<file path="src/sv/sha_pkg.sv">
// Shared types, constants and round functions for the SHA-256 compression engine.
// No dependencies; used by sha_front, sha_queue, sha_back and the top level.
package sha_pkg;

    localparam int WORD_W      = 32;
    localparam int BLOCK_WORDS = 16;
    localparam int ROUNDS      = 64;
    localparam int HASH_WORDS  = 8;
    localparam int QUEUE_DEPTH = 4;

    // Classified message word as handed from the front to the back
    typedef struct packed {
        logic [WORD_W-1:0] word;
        logic              start;   // reload the initial hash before this word
        logic              last;    // sixteenth word of a block
        logic              emit;    // emit the digest after this block
    } t_item;

    localparam logic [WORD_W-1:0] INITIAL_HASH [HASH_WORDS] = '{
        32'h6a09e667, 32'hbb67ae85, 32'h3c6ef372, 32'ha54ff53a,
        32'h510e527f, 32'h9b05688c, 32'h1f83d9ab, 32'h5be0cd19
    };

    localparam logic [WORD_W-1:0] ROUND_K [ROUNDS] = '{
        32'h428a2f98, 32'h71374491, 32'hb5c0fbcf, 32'he9b5dba5,
        32'h3956c25b, 32'h59f111f1, 32'h923f82a4, 32'hab1c5ed5,
        32'hd807aa98, 32'h12835b01, 32'h243185be, 32'h550c7dc3,
        32'h72be5d74, 32'h80deb1fe, 32'h9bdc06a7, 32'hc19bf174,
        32'he49b69c1, 32'hefbe4786, 32'h0fc19dc6, 32'h240ca1cc,
        32'h2de92c6f, 32'h4a7484aa, 32'h5cb0a9dc, 32'h76f988da,
        32'h983e5152, 32'ha831c66d, 32'hb00327c8, 32'hbf597fc7,
        32'hc6e00bf3, 32'hd5a79147, 32'h06ca6351, 32'h14292967,
        32'h27b70a85, 32'h2e1b2138, 32'h4d2c6dfc, 32'h53380d13,
        32'h650a7354, 32'h766a0abb, 32'h81c2c92e, 32'h92722c85,
        32'ha2bfe8a1, 32'ha81a664b, 32'hc24b8b70, 32'hc76c51a3,
        32'hd192e819, 32'hd6990624, 32'hf40e3585, 32'h106aa070,
        32'h19a4c116, 32'h1e376c08, 32'h2748774c, 32'h34b0bcb5,
        32'h391c0cb3, 32'h4ed8aa4a, 32'h5b9cca4f, 32'h682e6ff3,
        32'h748f82ee, 32'h78a5636f, 32'h84c87814, 32'h8cc70208,
        32'h90befffa, 32'ha4506ceb, 32'hbef9a3f7, 32'hc67178f2
    };

    function automatic logic [WORD_W-1:0] small_sigma0(input logic [WORD_W-1:0] x);
        return {x[6:0], x[31:7]} ^ {x[17:0], x[31:18]} ^ (x >> 3);
    endfunction

    function automatic logic [WORD_W-1:0] small_sigma1(input logic [WORD_W-1:0] x);
        return {x[16:0], x[31:17]} ^ {x[18:0], x[31:19]} ^ (x >> 10);
    endfunction

    function automatic logic [WORD_W-1:0] big_sigma0(input logic [WORD_W-1:0] x);
        return {x[1:0], x[31:2]} ^ {x[12:0], x[31:13]} ^ {x[21:0], x[31:22]};
    endfunction

    function automatic logic [WORD_W-1:0] big_sigma1(input logic [WORD_W-1:0] x);
        return {x[5:0], x[31:6]} ^ {x[10:0], x[31:11]} ^ {x[24:0], x[31:25]};
    endfunction

endpackage

</file>
<file path="src/sv/sha_front.sv">
// Front end: takes message word transfers, tracks the position in the block
// and tags each word for the back end. Depends on sha_pkg.
module sha_front (
    input  logic                       i_clk,
    input  logic                       i_rst_n,
    input  logic                       i_accept,
    input  logic [sha_pkg::WORD_W-1:0] i_message_word,
    input  logic                       i_start_message,
    input  logic                       i_end_message,
    output logic                       o_push,
    output sha_pkg::t_item             o_item
);

    logic [3:0] r_count;
    logic [3:0] n_count;
    logic [3:0] w_pos;
    logic       w_last;

    // a start flag always opens a new block, dropping any partial one
    assign w_pos   = i_start_message ? 4'd0 : r_count;
    assign w_last  = (w_pos == 4'(sha_pkg::BLOCK_WORDS - 1));
    assign n_count = w_last ? 4'd0 : w_pos + 4'd1;

    assign o_push      = i_accept;
    assign o_item.word  = i_message_word;
    assign o_item.start = i_start_message;
    assign o_item.last  = w_last;
    assign o_item.emit  = i_end_message & w_last;   // early end flags are dropped

    always_ff @(posedge i_clk) begin
        if (!i_rst_n) begin
            r_count <= 4'd0;
        end else if (i_accept) begin
            r_count <= n_count;
        end
    end

endmodule

</file>
<file path="src/sv/sha_queue.sv">
// Short queue of tagged message words between front and back end.
// Depends on sha_pkg.
module sha_queue #(
    parameter int DEPTH = sha_pkg::QUEUE_DEPTH
) (
    input  logic           i_clk,
    input  logic           i_rst_n,
    input  logic           i_push,
    input  sha_pkg::t_item i_item,
    input  logic           i_pop,
    output logic           o_valid,
    output logic           o_full,
    output sha_pkg::t_item o_item
);

    localparam int PTR_W = (DEPTH > 1) ? $clog2(DEPTH) : 1;
    localparam int CNT_W = $clog2(DEPTH + 1);

    sha_pkg::t_item   r_mem [DEPTH];
    logic [PTR_W-1:0] r_wr;
    logic [PTR_W-1:0] r_rd;
    logic [CNT_W-1:0] r_cnt;

    assign o_valid = (r_cnt != '0);
    assign o_full  = (r_cnt == CNT_W'(DEPTH));
    assign o_item  = r_mem[r_rd];

    always_ff @(posedge i_clk) begin
        if (i_push) begin
            r_mem[r_wr] <= i_item;
        end
    end

    always_ff @(posedge i_clk) begin
        if (!i_rst_n) begin
            r_wr  <= '0;
            r_rd  <= '0;
            r_cnt <= '0;
        end else begin
            if (i_push) begin
                r_wr <= (r_wr == PTR_W'(DEPTH - 1)) ? '0 : r_wr + PTR_W'(1);
            end
            if (i_pop) begin
                r_rd <= (r_rd == PTR_W'(DEPTH - 1)) ? '0 : r_rd + PTR_W'(1);
            end
            case ({i_push, i_pop})
                2'b10:   r_cnt <= r_cnt + CNT_W'(1);
                2'b01:   r_cnt <= r_cnt - CNT_W'(1);
                default: r_cnt <= r_cnt;
            endcase
        end
    end

    ap_no_pop_when_empty : assert property (@(posedge i_clk) disable iff (!i_rst_n)
        i_pop |-> (r_cnt != '0))
        else $error("queue popped while empty");

    ap_no_push_when_full : assert property (@(posedge i_clk) disable iff (!i_rst_n)
        i_push |-> (r_cnt != CNT_W'(DEPTH)))
        else $error("queue pushed while full");

endmodule

</file>
<file path="src/sv/sha_back.sv">
// Back end: message schedule window, one SHA-256 round per cycle, hash update
// and registered digest output. Depends on sha_pkg.
module sha_back (
    input  logic                       i_clk,
    input  logic                       i_rst_n,
    input  logic                       i_item_valid,
    input  sha_pkg::t_item             i_item,
    output logic                       o_pop,
    output logic                       o_out_valid,
    input  logic                       i_out_stall,
    output logic [sha_pkg::WORD_W-1:0] o_digest_word,
    output logic [2:0]                 o_digest_index,
    output logic                       o_digest_last
);

    typedef enum logic [1:0] {S_LOAD, S_ROUND, S_ADD, S_EMIT} t_state;

    t_state                     r_state;
    logic [5:0]                 r_round;
    logic [2:0]                 r_idx;
    logic                       r_emit;
    logic [sha_pkg::WORD_W-1:0] r_w [sha_pkg::BLOCK_WORDS];
    logic [sha_pkg::WORD_W-1:0] r_v [sha_pkg::HASH_WORDS];
    logic [sha_pkg::WORD_W-1:0] r_h [sha_pkg::HASH_WORDS];
    logic                       r_out_valid;
    logic [sha_pkg::WORD_W-1:0] r_out_word;
    logic [2:0]                 r_out_idx;
    logic                       r_out_last;

    logic [sha_pkg::WORD_W-1:0] w_sched;
    logic [sha_pkg::WORD_W-1:0] w_ch;
    logic [sha_pkg::WORD_W-1:0] w_maj;
    logic [sha_pkg::WORD_W-1:0] w_t1;
    logic [sha_pkg::WORD_W-1:0] w_t2;
    logic                       w_out_free;

    assign o_pop      = (r_state == S_LOAD) && i_item_valid;
    assign w_out_free = !r_out_valid || !i_out_stall;

    always_comb begin
        w_sched = r_w[0] + sha_pkg::small_sigma0(r_w[1]) + r_w[9]
                + sha_pkg::small_sigma1(r_w[14]);
        w_ch    = (r_v[4] & r_v[5]) ^ (~r_v[4] & r_v[6]);
        w_maj   = (r_v[0] & r_v[1]) ^ (r_v[0] & r_v[2]) ^ (r_v[1] & r_v[2]);
        w_t1    = r_v[7] + sha_pkg::big_sigma1(r_v[4]) + w_ch
                + sha_pkg::ROUND_K[r_round] + r_w[0];
        w_t2    = sha_pkg::big_sigma0(r_v[0]) + w_maj;
    end

    // schedule window and working variables: no reset needed
    always_ff @(posedge i_clk) begin
        if (o_pop || r_state == S_ROUND) begin
            for (int i = 0; i < sha_pkg::BLOCK_WORDS - 1; i++) begin
                r_w[i] <= r_w[i+1];
            end
            r_w[sha_pkg::BLOCK_WORDS-1] <= o_pop ? i_item.word : w_sched;
        end
        if (o_pop && i_item.last) begin
            for (int i = 0; i < sha_pkg::HASH_WORDS; i++) begin
                r_v[i] <= r_h[i];
            end
        end else if (r_state == S_ROUND) begin
            r_v[7] <= r_v[6];
            r_v[6] <= r_v[5];
            r_v[5] <= r_v[4];
            r_v[4] <= r_v[3] + w_t1;
            r_v[3] <= r_v[2];
            r_v[2] <= r_v[1];
            r_v[1] <= r_v[0];
            r_v[0] <= w_t1 + w_t2;
        end
    end

    always_ff @(posedge i_clk) begin
        if (!i_rst_n) begin
            r_state     <= S_LOAD;
            r_round     <= '0;
            r_idx       <= '0;
            r_emit      <= 1'b0;
            r_out_valid <= 1'b0;
            for (int i = 0; i < sha_pkg::HASH_WORDS; i++) begin
                r_h[i] <= sha_pkg::INITIAL_HASH[i];
            end
        end else begin
            // in the digest state the output register is refilled below
            if (r_out_valid && !i_out_stall && r_state != S_EMIT) begin
                r_out_valid <= 1'b0;
            end
            unique case (r_state)
                S_LOAD: begin
                    if (o_pop) begin
                        if (i_item.start) begin
                            for (int i = 0; i < sha_pkg::HASH_WORDS; i++) begin
                                r_h[i] <= sha_pkg::INITIAL_HASH[i];
                            end
                        end
                        if (i_item.last) begin
                            r_emit  <= i_item.emit;
                            r_round <= '0;
                            r_state <= S_ROUND;
                        end
                    end
                end
                S_ROUND: begin
                    r_round <= r_round + 6'd1;
                    if (r_round == 6'(sha_pkg::ROUNDS - 1)) begin
                        r_state <= S_ADD;
                    end
                end
                S_ADD: begin
                    for (int i = 0; i < sha_pkg::HASH_WORDS; i++) begin
                        r_h[i] <= r_h[i] + r_v[i];
                    end
                    r_idx   <= '0;
                    r_state <= r_emit ? S_EMIT : S_LOAD;
                end
                S_EMIT: begin
                    if (w_out_free) begin
                        r_out_valid <= 1'b1;
                        r_out_word  <= r_h[r_idx];
                        r_out_idx   <= r_idx;
                        r_out_last  <= (r_idx == 3'(sha_pkg::HASH_WORDS - 1));
                        r_idx       <= r_idx + 3'd1;
                        if (r_idx == 3'(sha_pkg::HASH_WORDS - 1)) begin
                            r_state <= S_LOAD;
                        end
                    end
                end
                default: r_state <= S_LOAD;
            endcase
        end
    end

    assign o_out_valid    = r_out_valid;
    assign o_digest_word  = r_out_word;
    assign o_digest_index = r_out_idx;
    assign o_digest_last  = r_out_last;

    ap_block_starts_rounds : assert property (@(posedge i_clk) disable iff (!i_rst_n)
        (o_pop && i_item.last) |=> (r_state == S_ROUND && r_round == 6'd0))
        else $error("sixteenth word did not start the rounds");

    ap_rounds_then_add : assert property (@(posedge i_clk) disable iff (!i_rst_n)
        (r_state == S_ROUND && r_round == 6'(sha_pkg::ROUNDS - 1)) |=> (r_state == S_ADD))
        else $error("round sequence did not end in the hash update");

    ap_emit_only_on_end : assert property (@(posedge i_clk) disable iff (!i_rst_n)
        (r_state == S_EMIT) |-> r_emit)
        else $error("digest emitted for a block without an end flag");

endmodule

</file>
<file path="src/sv/sha256_compression_engine_core.sv">
// Top level of the SHA-256 compression engine: front end, queue and back end.
// Depends on sha_pkg, sha_front, sha_queue and sha_back.
//
// Usage:
//   Input channel (i_in_valid / o_in_stall) carries one 32-bit big-endian word
//   of an already padded message per transfer, sixteen words to a block.
//   i_start_message on a word reloads the standard initial hash and makes that
//   word the first of a new block; i_end_message on a sixteenth word asks for
//   the digest. An end flag on any other word is ignored.
//   Output channel (o_out_valid / i_out_stall) carries eight transfers per
//   digest, H0 first, with o_digest_index and o_digest_last on the eighth.
// Operation:
//   The back end takes one word per cycle into its schedule window while
//   loading with queue words present, then runs 64 rounds at one round per
//   cycle on its single round unit and then the hash update. Digest words
//   follow from the output register one per cycle after the update, unless stalled.
//   A four-entry queue lets the front take words while rounds are running.
// Reset:
//   Synchronous, active low. Hash state returns to the initial values, block
//   position to zero, queue and output register empty. No clearing pass.
// Stall:
//   A stalled receiver holds the back end in its digest state; the queue then
//   fills and o_in_stall rises.
module sha256_compression_engine_core #(
    parameter int QUEUE_DEPTH = sha_pkg::QUEUE_DEPTH
) (
    input  logic                       i_clk,
    input  logic                       i_rst_n,
    input  logic                       i_in_valid,
    output logic                       o_in_stall,
    input  logic [sha_pkg::WORD_W-1:0] i_message_word,
    input  logic                       i_start_message,
    input  logic                       i_end_message,
    output logic                       o_out_valid,
    input  logic                       i_out_stall,
    output logic [sha_pkg::WORD_W-1:0] o_digest_word,
    output logic [2:0]                 o_digest_index,
    output logic                       o_digest_last
);

    logic           w_full;
    logic           w_accept;
    logic           w_push;
    sha_pkg::t_item w_front_item;
    logic           w_q_valid;
    sha_pkg::t_item w_q_item;
    logic           w_pop;

    // stall comes from the queue fill level only, never from i_in_valid
    assign o_in_stall = w_full;
    assign w_accept   = i_in_valid && !w_full;

    sha_front u_front (
        .i_clk           (i_clk),
        .i_rst_n         (i_rst_n),
        .i_accept        (w_accept),
        .i_message_word  (i_message_word),
        .i_start_message (i_start_message),
        .i_end_message   (i_end_message),
        .o_push          (w_push),
        .o_item          (w_front_item)
    );

    sha_queue #(
        .DEPTH (QUEUE_DEPTH)
    ) u_queue (
        .i_clk   (i_clk),
        .i_rst_n (i_rst_n),
        .i_push  (w_push),
        .i_item  (w_front_item),
        .i_pop   (w_pop),
        .o_valid (w_q_valid),
        .o_full  (w_full),
        .o_item  (w_q_item)
    );

    sha_back u_back (
        .i_clk          (i_clk),
        .i_rst_n        (i_rst_n),
        .i_item_valid   (w_q_valid),
        .i_item         (w_q_item),
        .o_pop          (w_pop),
        .o_out_valid    (o_out_valid),
        .i_out_stall    (i_out_stall),
        .o_digest_word  (o_digest_word),
        .o_digest_index (o_digest_index),
        .o_digest_last  (o_digest_last)
    );

endmodule
</file>
<file path="config.mk">
export PLATFORM = sky130hd
export DESIGN_NAME = sha256_compression_engine_core
export DESIGN_NICKNAME = d
export VERILOG_FILES = /design/src/sv/sha_pkg.sv /design/src/sv/sha_front.sv /design/src/sv/sha_queue.sv /design/src/sv/sha_back.sv /design/src/sv/sha256_compression_engine_core.sv
export SDC_FILE = /design/constraint.sdc
export NUM_CORES = 2
export LEC_CHECK = 0
export BUFFER_PORTS_ARGS = -buffer_cell sky130_fd_sc_hd__buf_2
export CAP_MARGIN = 20
export CORE_MARGIN = 3
export CORE_UTILIZATION = 40
export DETAILED_ROUTE_END_ITERATION = 12
export PLACE_DENSITY = 0.54
export SKIP_CTS_REPAIR_TIMING = 1
export SLEW_MARGIN = 20
export SYNTH_ARGS = -nofsm -noshare
export SYNTH_HDL_FRONTEND = slang
export SYNTH_SLANG_ARGS = --single-unit
</file>
<file path="constraint.sdc">
create_clock -name i_clk -period 38 [get_ports i_clk]
set_clock_uncertainty 0.1 [all_clocks]
set_input_delay 7.6 -clock i_clk [delete_from_list [all_inputs] [get_ports i_clk]]
set_output_delay 7.6 -clock i_clk [all_outputs]
set_load 0.02 [all_outputs]
</file>
After elaboration in Yosys (flattened, before gate mapping)
Memories as Yosys holds them, arrays and structs flattened. A register that Yosys moved wholly into a read port is not among the register bits.
Index checks and enable logic that the tools add are counted.
Cells by class
  add/sub/neg operators: 25
  order comparisons: 1
  equality and inequality tests: 17
  muxes and demuxes: 67
  bitwise logic cells: 43
  reductions and logical operators: 20
Operators with widths (count)
  two-way mux 32 bit: 27
  adder 32 bit: 18
  bitwise XOR 32 bit: 9
  AND 32 bit: 5
  inverter 32 bit: 1
  bitwise XOR 32 x 22 -> 32 bit: 1
  bitwise XOR 32 x 29 -> 32 bit: 1
  OR 1 bit: 24
  two-way mux 1 bit: 21
  two-way mux 2 bit: 10
  two-way mux 6 bit: 2
  case mux 3 bit (2 select lines): 2
  case mux 6 bit (2 select lines): 1
  == test 2 bit, second input constant: 5
  AND reduction 3 bit: 3
  two-way mux 4 bit: 2
  != test 2 x 1 -> 1 bit, second input constant: 4
  case mux 2 bit (4 select lines): 1
  >= comparator 7 bit, second input constant: 1
  inverter 6 -> 7 bit: 1
  adder 3 x 1 -> 3 bit, second input constant: 2
  adder 6 x 1 -> 6 bit, second input constant: 1
  == test 3 bit, second input constant: 2
  == test 6 bit, second input constant: 1
  16 further kinds: 28
Storage, ports and cells
  flip-flop bits (word level): 28
  bits in writable memories: 1164
  bits in read-only memories: 2048
  input port bits: 38
  memories kept: 5
Memory list
  (no name shown): depth 64, bits a word 32, rd ports 1, clocked after Yosys merged registers in 0, wr ports 0, RTL line sha_back.sv:46  | + sha_pkg::ROUND_K[r_round] + r_w[0];
  u_back.r_w: depth 16, bits a word 32, rd ports 16, clocked after Yosys merged registers in 0, wr ports 16, RTL line sha_back.sv:22  | logic [sha_pkg::WORD_W-1:0] r_w [sha_pkg::BLOCK_WORDS];
  u_back.r_h: depth 8, bits a word 32, rd ports 9, clocked after Yosys merged registers in 1, wr ports 8, RTL line sha_back.sv:24  | logic [sha_pkg::WORD_W-1:0] r_h [sha_pkg::HASH_WORDS];
  u_back.r_v: depth 8, bits a word 32, rd ports 8, clocked after Yosys merged registers in 0, wr ports 8, RTL line sha_back.sv:23  | logic [sha_pkg::WORD_W-1:0] r_v [sha_pkg::HASH_WORDS];
  u_queue.r_mem: depth 4, bits a word 35, rd ports 1, clocked after Yosys merged registers in 1, wr ports 1, RTL line sha_queue.sv:19  | sha_pkg::t_item r_mem [DEPTH];

Longest topological paths before layout
An unclocked memory read counts as a cell.
  depth in word-level cells: 9
  depth in mapped cells: 42

Modules after synthesis
Synthesis repeated with hierarchy kept, for this count alone.
Unflattened totals
  cell total of the unflattened synthesis: 6344
  area, all modules: 72369.4 µm²
By module, submodules not included
  sha_back: times used 1, cells each 6058, area an instance 66296.1 µm², seq. area each 31770.5 µm²
  sha_queue: times used 1, cells each 226, area an instance 5559.1 µm², seq. area each 4384.2 µm²
  sha_front: times used 1, cells each 59, area an instance 500.5 µm², seq. area each 80.1 µm²
  sha256_compression_engine_core: times used 1, cells each 1, area an instance 13.8 µm², seq. area each 0.0 µm²

Worst setup path before layout
OpenSTA, ideal clock, no wires.
  path type: reg-to-reg
  start point: register u_back.r_state[1]
  end point: memory u_back.r_w[0][0] (netlist name) (enable)
  data arrival time: 9.764 ns
  required time: 34.268 ns
  slack: 24.504 ns
  cell stages (with the launch flop): 7
  clock period less this slack: 13.496 ns
  cells stage by stage: dfxtp_1 -> clkbuf_1 -> nand2b_1 -> clkbuf_1 -> clkbuf_1 -> clkbuf_1 -> nand2_1
RTL lines
  from (decl): RTL line sha_back.sv:18  | t_state r_state;
  from (signal assigned): RTL line sha_back.sv:115  | r_state <= r_emit ? S_EMIT : S_LOAD;
  to (decl): RTL line sha_back.sv:22

==> results.ini <==
[synthesis]
synth_cells = 6256
synth_commonest_cells = edfxtp_1 (1168), nand2_1 (1012), ha_1 (402)
synth_area_leaders = edfxtp_1 (49%), ha_1 (7.0%), fa_1 (5.5%)
yosys_register_bits = 1226
synth_edf_count = 1168
syn-num-nets = 6892
yosysMostFrequentCell = edfxtp_1
async_flop_share_pct = 0
synth_ff_type = edfxtp_1
synthDistinctLibCells = 94
synthesis.area_um2 = 71800
synth_top_area_share_pct = 48.8
syn_avg_cell_area_um2 = 11.5
ys_seq_area_share_pct = 50.5
yosys_warnings = 0
synth_top_area_cell = edfxtp_1

[clocking]
cts_buffer_depth = 3
cts_sinks = 1226
clk_pin_slew_ps = 60
cts_root_buffer = clkbuf_16
clk_latency_ps = 820
cts_buffers = 141
ctsHtreeMaxLevel = 4
tritoncts = done

[cells_and_area]
drive_gt1_share_pct = 9.40
nets = 6919
regArea_um2 = 36300
fillers = 16400
multiInputGateArea_um2 = 33400
fin_util_pct = 44.8
syn_to_final_growth_pct = 10.6

[global_routing]
track_usage_pct = 23.3
grt_max_degree = 185
grt_overflow = 0
antenna_found_initial = 10
grt_pass1_vias = 48100
grt_pass1_wl_um = 321000

[setup_path]
critical_path.top_delay_family = adder cells
cp-end-kind = register
cp_slowest_stage_delay_ps = 640
critPathKind = reg2reg
required_ps = 38580
crit_arrival_ps = 11030
crit_path_top_delay_cell = ha_1
worst-path-buf-inv = 6
cp-start-kind = register
worstPathMaxFanout = 31

[floorplan]
die_w_um = 430
die_h_um = 430
rows = 154
io_pins = 76
die_area_um2 = 185000
core_region_area_um2 = 177000
initial_core_util_pct = 40.5

[sta]
worst_slew_pin_slew_ps = 1150
tns_ps = 0
finalCriticalPeriod_ps = 10450
slew_viol_final = 0
rsz0062_at_grt = false
max_freq_mhz = 95.7
setup_viol = 0
relSlewSlack_pct = 23.1
hold_viol = 0
min_period_over_period_pct = 27.5

[run]
drv_cap = 0

[routing]
wl_per_cell_um = 24.9
drtPass1Iterations = 6
vias = 48600
drtIter0Drc = 4360
via_per_inst = 5.57
drc = 0
ant_nets = 0
wirelength_um = 217000

[placement]
dp_hpwl_um = 160000
port_buffers = 75
gp_congestion = 0.935

[status]
outcome = complete, no violations

[hold_path]
hold_path_class = reg2reg

-- area by class of cell --
type	instances	share of cell area, %
clock buffer	179	4.63
tap	2340	3.69
timing repair buffer	147	1.24
antenna	2	0.00630
clock inverter	73	1.18
sequential	1226	45.6
inverter	322	1.53
multi-input combinational	4445	42.1
-- layout by cell type (no fill, tap or decap), drive strengths merged, types with 48 or more instances in the layout --
master,synthesis,final
ha,402,402
buf,31,147
fa,196,196
nor2b,62,62
nor3,63,63
nand2,1012,1012
xor2,203,203
dfxtp,58,58
a21oi,360,360
o21a,51,51
a211oi,48,48
mux2,62,62
xnor2,362,362
o21ai,370,370
a21o,181,181
clkinv,2,55
inv,320,325
nor2,299,299
nand3,80,80
nand2b,65,65
clkbuf,232,179
mux4,108,108
edfxtp,1168,1168
-- worst register-to-register path, delay by kind of cell, from the launching register on --
family / cells / cell delay [ps]
AO/OA/AOI/OAI: 15 / 3380
AND/OR/NAND/NOR: 6 / 1800
buffers and inverters: 6 / 910
multiplexers: 1 / 110
adder cells (fa/ha/maj): 8 / 3460
XOR/XNOR: 1 / 250
flip-flops: 1 / 310
-- flip-flops by register name, summed over array words and instances, names as in the netlist, 4 cells and up, named ones only --
signal                cells
u_queue.r_mem           140
u_back.r_w              512
u_back.r_h              256
u_front.r_count           4
u_back.o_digest_word     32
u_back.r_v              256
u_back.r_round            6
-- final timing paths --
| check | start | end | slack (ps) | depth (start not counted) |
|---|---|---|---|---|
| min | u_back.r_w[0][166]$_DFFE_PP_ | u_back.r_w[0][134]$_DFFE_PP_ | 300 | 0 |
| min reg2reg | u_back.r_w[0][166]$_DFFE_PP_ | u_back.r_w[0][134]$_DFFE_PP_ | 300 | 0 |
| max reg2reg | u_back.r_round[0]$_SDFFE_PN0P_ | u_back.r_v[0][31]$_DFFE_PP_ | 27550 | 37 |
| max | u_back.r_round[0]$_SDFFE_PN0P_ | u_back.r_v[0][31]$_DFFE_PP_ | 27550 | 37 |
-- per-layer routing --
metal | vias to the layer above | GRT usage [%] | wire length, um
li1 | 22500 | - | -
met1 | 24300 | 31.5 | 94200
met2 | 1472 | 38.4 | 103000
met3 | 341 | 3.34 | 11900
met4 | 0 | 8.13 | 7900
met5 | - | 0 | 0
-- through the flow --
stage	hold slack [ps]	instances	area, um^2	worst slack, ps
detailed placement	305	8480	74800	27550
finish	301	8734	79400	27550
global placement	300	8480	74800	27570
global route	314	8733	79400	27030
floorplan	300	6256	71800	24500
CTS	312	8732	79400	27680
-- logic make-up (layout without fill, tap and decap cells) --
logic type	after synthesis	after routing	synth area share (%)
buffers and inverters	585	721	3.06
AND/OR/NAND/NOR	1770	1770	10.8
multiplexers	190	190	4.64
adder cells (fa/ha/maj)	600	600	12.5
other	0	2	0
flip-flops	1226	1226	50.5
XOR/XNOR	565	565	6.89
AO/OA/AOI/OAI	1320	1320	11.7
Power is left out: the tool's default activity adds up to more than one toggle a clock period on the data nets, which glitch-free logic cannot reach.
